==> config.mk <==
export PLATFORM = sky130hd
export DESIGN_NAME = gqm_ram
export DESIGN_NICKNAME = d
export VERILOG_FILES = /design/src/design/gqm_ram.sv
export SDC_FILE = /design/constraint.sdc
export NUM_CORES = 1
export LEC_CHECK = 0
export BUFFER_PORTS_ARGS = -buffer_cell sky130_fd_sc_hd__buf_4
export CORE_MARGIN = 2
export CORE_UTILIZATION = 45
export DETAILED_ROUTE_END_ITERATION = 10
export HOLD_SLACK_MARGIN = 0.12
export SLEW_MARGIN = 20
export SYNTH_ARGS = -nofsm -noshare
export SYNTH_HDL_FRONTEND = slang
export SYNTH_SLANG_ARGS = --single-unit
==> constraint.sdc <==
create_clock -name i_clk -period 2.8 [get_ports i_clk]
set_input_delay 0.28 -clock i_clk [delete_from_list [all_inputs] [get_ports i_clk]]
set_output_delay 0.28 -clock i_clk [all_outputs]
set_load 0.05 [all_outputs]
==> src/design/gqm_ram.sv <==
module gqm_ram #(
    parameter int WIDTH = 8,
    parameter int DEPTH = 32
) (
    input  logic                     i_clk,
    input  logic                     i_we,
    input  logic [$clog2(DEPTH)-1:0] i_waddr,
    input  logic [WIDTH-1:0]         i_wdata,
    input  logic [$clog2(DEPTH)-1:0] i_raddr,
    output logic [WIDTH-1:0]         o_rdata
);

    logic [WIDTH-1:0] r_mem [DEPTH];
    logic [WIDTH-1:0] r_rdata;

    // One write port and one registered read port.
    always_ff @(posedge i_clk) begin
        if (i_we) begin
            r_mem[i_waddr] <= i_wdata;
        end
        r_rdata <= r_mem[i_raddr];
    end

    assign o_rdata = r_rdata;

endmodule

==> results by stage <==
Critical path:
- The kind of end point of the critical path is a flip-flop.
- The type of the worst setup path is flip-flop to flip-flop.
- In this design, the stage delay of the slowest critical-path cell is 540 ps.
- The endpoint arrival time on the critical path is 2220 ps.
- Of all nets on the critical path, the largest fanout is 1.
- The critical path's slowest cell is mux4_2.
- At the worst endpoint, the required time is 3200 ps.
- The worst register-to-register path begins at r_mem[21][1]$_DFFE_PP_.
- The buffers plus inverters on the worst setup path is 0.
- Across all register-to-register paths, the minimum setup slack is 980 ps.
- The worst register-to-register path ends at o_rdata[1]$_DFF_P_.
- The signal on the critical path passes through mux4_2, mux4_2, mux2_2.
- The launching element type of the critical path is a flip-flop.
- The kind of cell with the highest combined delay on the critical path is multiplexers.
- Counting stages on the worst path, the most repeated cell is mux4_2.
- The depth of the worst register-to-register path is 3.

Layout:
- The number of nets in the finished design is 506.
- The area growth from synthesis to layout is 16.2%.
- The final instance area is 11700 µm².
- Of the cells placed in the final design, the portion with a size suffix greater than 1 is 0.370.
- The utilization after layout is 0.533.
- The number of non-filler instances in the completed layout is 785.
- The area occupied by multi-input gates is 2100 µm².
- Counting the fill cells in the layout gives 1644.
- The sequential cells in the finished layout cover a total of 7850 µm².
- The repair_antennas step left the layout with diodes totalling 0.

Synth:
- The cell with the most instances after synthesis is edfxtp_1.
- In the post-synthesis netlist, the biggest area contributors are edfxtp_1 (76%), mux4_2 (18%), dfxtp_1 (1.6%), nor2_1 (1.2%), mux2_2 (0.90%).
- Counting every net in the synthesized netlist gives 437.
- The summed instance area of the synthesized netlist is 10100 µm².
- Averaged over all synthesized cells, the footprint is 24.1 µm².
- In the synthesized netlist, the number of instances is 417.
- The share of the Yosys chip area taken by registers is 0.781.
- The most used flip-flop cell after synthesis is edfxtp_1.
- Of the post-synthesis cell area, the dominant cell type holds 0.765.
- In the synthesized netlist the async set-or-reset flop fraction comes to 0.
- Of all cell types, the one taking the most synthesized area is edfxtp_1.
- The netlist uses 15 different library cells.
- After synthesis the netlist holds a flip-flop and latch count of 264.
- The number of warnings reported in the yosys synthesis log is 0.
- Ranked by instance count, the synthesized netlist is headed by edfxtp_1 (256), mux4_2 (80), nor2_1 (33).
- In this run, synthesis inferred 256 flip-flops with an integrated enable.

Clocking:
- Once the clock tree was built, the setup fixing pass inserted 0 buffers.
- TritonCTS built the clock tree.
- The post-cts sizing count is 0.
- The clock sink total is 264.
- In this run, CTS created clock tree buffers numbering 27.
- The longest clock path from root to sink contains 3 buffers.
- CTS placed an instance of clkbuf_16 at the clock tree root.
- Clock latency on the worst-skew pair, taken at its later pin, is 520 ps.
- After clock tree synthesis, the clock-pin slew on the worst setup and hold paths is 60 ps.
- CTS built an H-tree with a depth of 1.

Global routing:
- The number of global-route vias before repair is 4509.
- Entering global routing, the biggest net connects 33 pins.
- The initial antenna violation count is 0.
- The wire length of the first global-routing pass is 30500 µm.
- The total grt overflow is 0.
- The combined global-route utilization of all metal layers is 0.176.

STA:
- Clock skew on the completed layout was measured at 10.4 ps.
- Setup violations remaining at the end of the flow were counted as 0.
- The post-layout minimum cycle time is 1820 ps.
- The maximum clock frequency is 550 MHz.
- The relative slew slack is 0.472.
- The total count of max-transition violations in the final report was 0.
- Setup repair after global routing left no endpoint under its margin.
- The number of endpoints with negative hold slack in the final report is 0.
- The final-layout setup total negative slack is 0 ps.
- Of the available clock period, the critical path in the final layout requires 0.650.
- For the pin with the worst max-slew slack, the measured transition is 789 ps.
- The least setup slack across all paths after layout is 981 ps.

Detailed routing:
- The number of search-and-repair iterations in the first detailed-routing pass is 5.
- The aggregate routed wire length is 20300 µm.
- The number of antenna-violating nets in the routed design is 0.
- The count of unresolved DRC violations after routing is 0.
- The detail-routed via count per cell is 5.75.
- The initial DRC count is 372.
- Detailed routing inserted a total of 4511 vias.
- Dividing the detail-routed wire length by the instance count gives 25.8 µm.

Placed design:
- The weighted congestion at the end of routability-driven global placement is 0.726.
- The half-perimeter wire length after detailed placement is 12600 µm.
- The count of buffers added on input and output ports is 27.
- After detailed placement, the total cell area comes to 10800 µm².
- The post-placement setup slack is 460 ps.
- Once placement completed, the tool counted placed cells totaling 736.

Floorplanning:
- The initial utilization of the core area, before any placement, comes to 0.459.
- The full die area is 23600 µm².
- The die height is 153 µm.
- The floorplan has 54 rows.
- The die boundary width is 153 µm.
- The total core area is 21900 µm².
- The number of primary I/O pins is 28.

Power and ir drop:
- The cell area power density is 717 nW/µm².
- The static leakage power is 0.00372 µW.
- The peak ir drop on the vdd network is 0.340 mV.

Run:
- Across the run, the number of max-cap violations was 0.

Hold path:
- The path category of the worst min-delay check is primary input to flip-flop.
- The startpoint of the worst hold path is i_wdata[1].
- For hold timing, the worst endpoint is r_mem[5][1]$_DFFE_PP_.
- The worst hold path depth is 1.

Status:
- The run finished with clean final reports.
==> worst reg2reg max path, stage by stage (launching register included) <==
cell	delay (ps)
edfxtp_1	350
mux4_2	540
mux4_2	530
mux2_2	280
==> timing repair <==
action,in CTS,in global routing
hold buffers,1,0
hold endpoints to repair,1,0
endpoints found under the setup margin,0,0
==> cells in the final DEF (no fill, tap or decap) <==
cell	n
mux2_2	8
or3b_2	3
clkbuf_16	27
clkinv_2	2
nand3b_1	5
nand2_1	1
mux4_2	80
buf_4	54
buf_12	5
clkbuf_8	5
or3_1	1
inv_6	1
dfxtp_1	8
bufinv_16	2
nand3_1	2
dlygate4sd3_1	1
edfxtp_1	256
clkinv_1	5
nor2_1	33
clkbuf_1	6
==> flip-flops by register name (all words and copies together), names as in the netlist <==
signal and count:
r_mem 256, o_rdata 8
==> stage by stage <==
step           power, µW  hold slack, ps
6_report            8380             192
5_1_grt             8660             188
4_1_cts             8450             178
3_5_place_dp        5000             660
3_3_place_gp        4990             654
2_1_floorplan       4780             379
==> worst max path at each step <==
stage          cells after the start            endpoint                   start  slack (ps)
2_1_floorplan                      5  o_rdata[0]$_DFF_P_              i_raddr[2]         720
3_3_place_gp                       5  o_rdata[5]$_DFF_P_              i_raddr[0]         460
3_5_place_dp                       5  o_rdata[4]$_DFF_P_              i_raddr[0]         460
4_1_cts                            3  o_rdata[5]$_DFF_P_   r_mem[0][5]$_DFFE_PP_         960
5_1_grt                            3  o_rdata[5]$_DFF_P_   r_mem[5][5]$_DFFE_PP_         940
6_report                           3  o_rdata[1]$_DFF_P_  r_mem[21][1]$_DFFE_PP_         980
==> cell type report <==
type,instances,share of cell area
flip-flops and latches,264,0.672
multi-input cells,133,0.180
clock buffers,38,0.0657
repair buffers,60,0.0441
well taps,280,0.0300
clock inverters,10,0.00836
==> power breakdown <==
part | total (µW) | switching [µW] | internal (µW)
combinational | 495 | 287 | 208
clock | 3470 | 1390 | 2080
sequential | 4410 | 19.7 | 4390
total | 8380 | 1700 | 6680
==> logic make-up after synthesis <==
logic type / share of synthesized area
flip-flops: 0.781
multiplexers: 0.188
AND/OR/NAND/NOR: 0.0207
buffers and inverters: 0.0106
==> layer usage <==
metal  global-route usage  routed length, µm  share of wire  vias up
met5                    0                  0              0        -
met4               0.0371                257          0.013        0
met3               0.0272               1100          0.054       21
met2                0.274               9650           0.48      137
met1                0.271               9280           0.46     2434
li1                     -                  -              -     1919
Note: power is estimated with default switching activity, not from simulation.
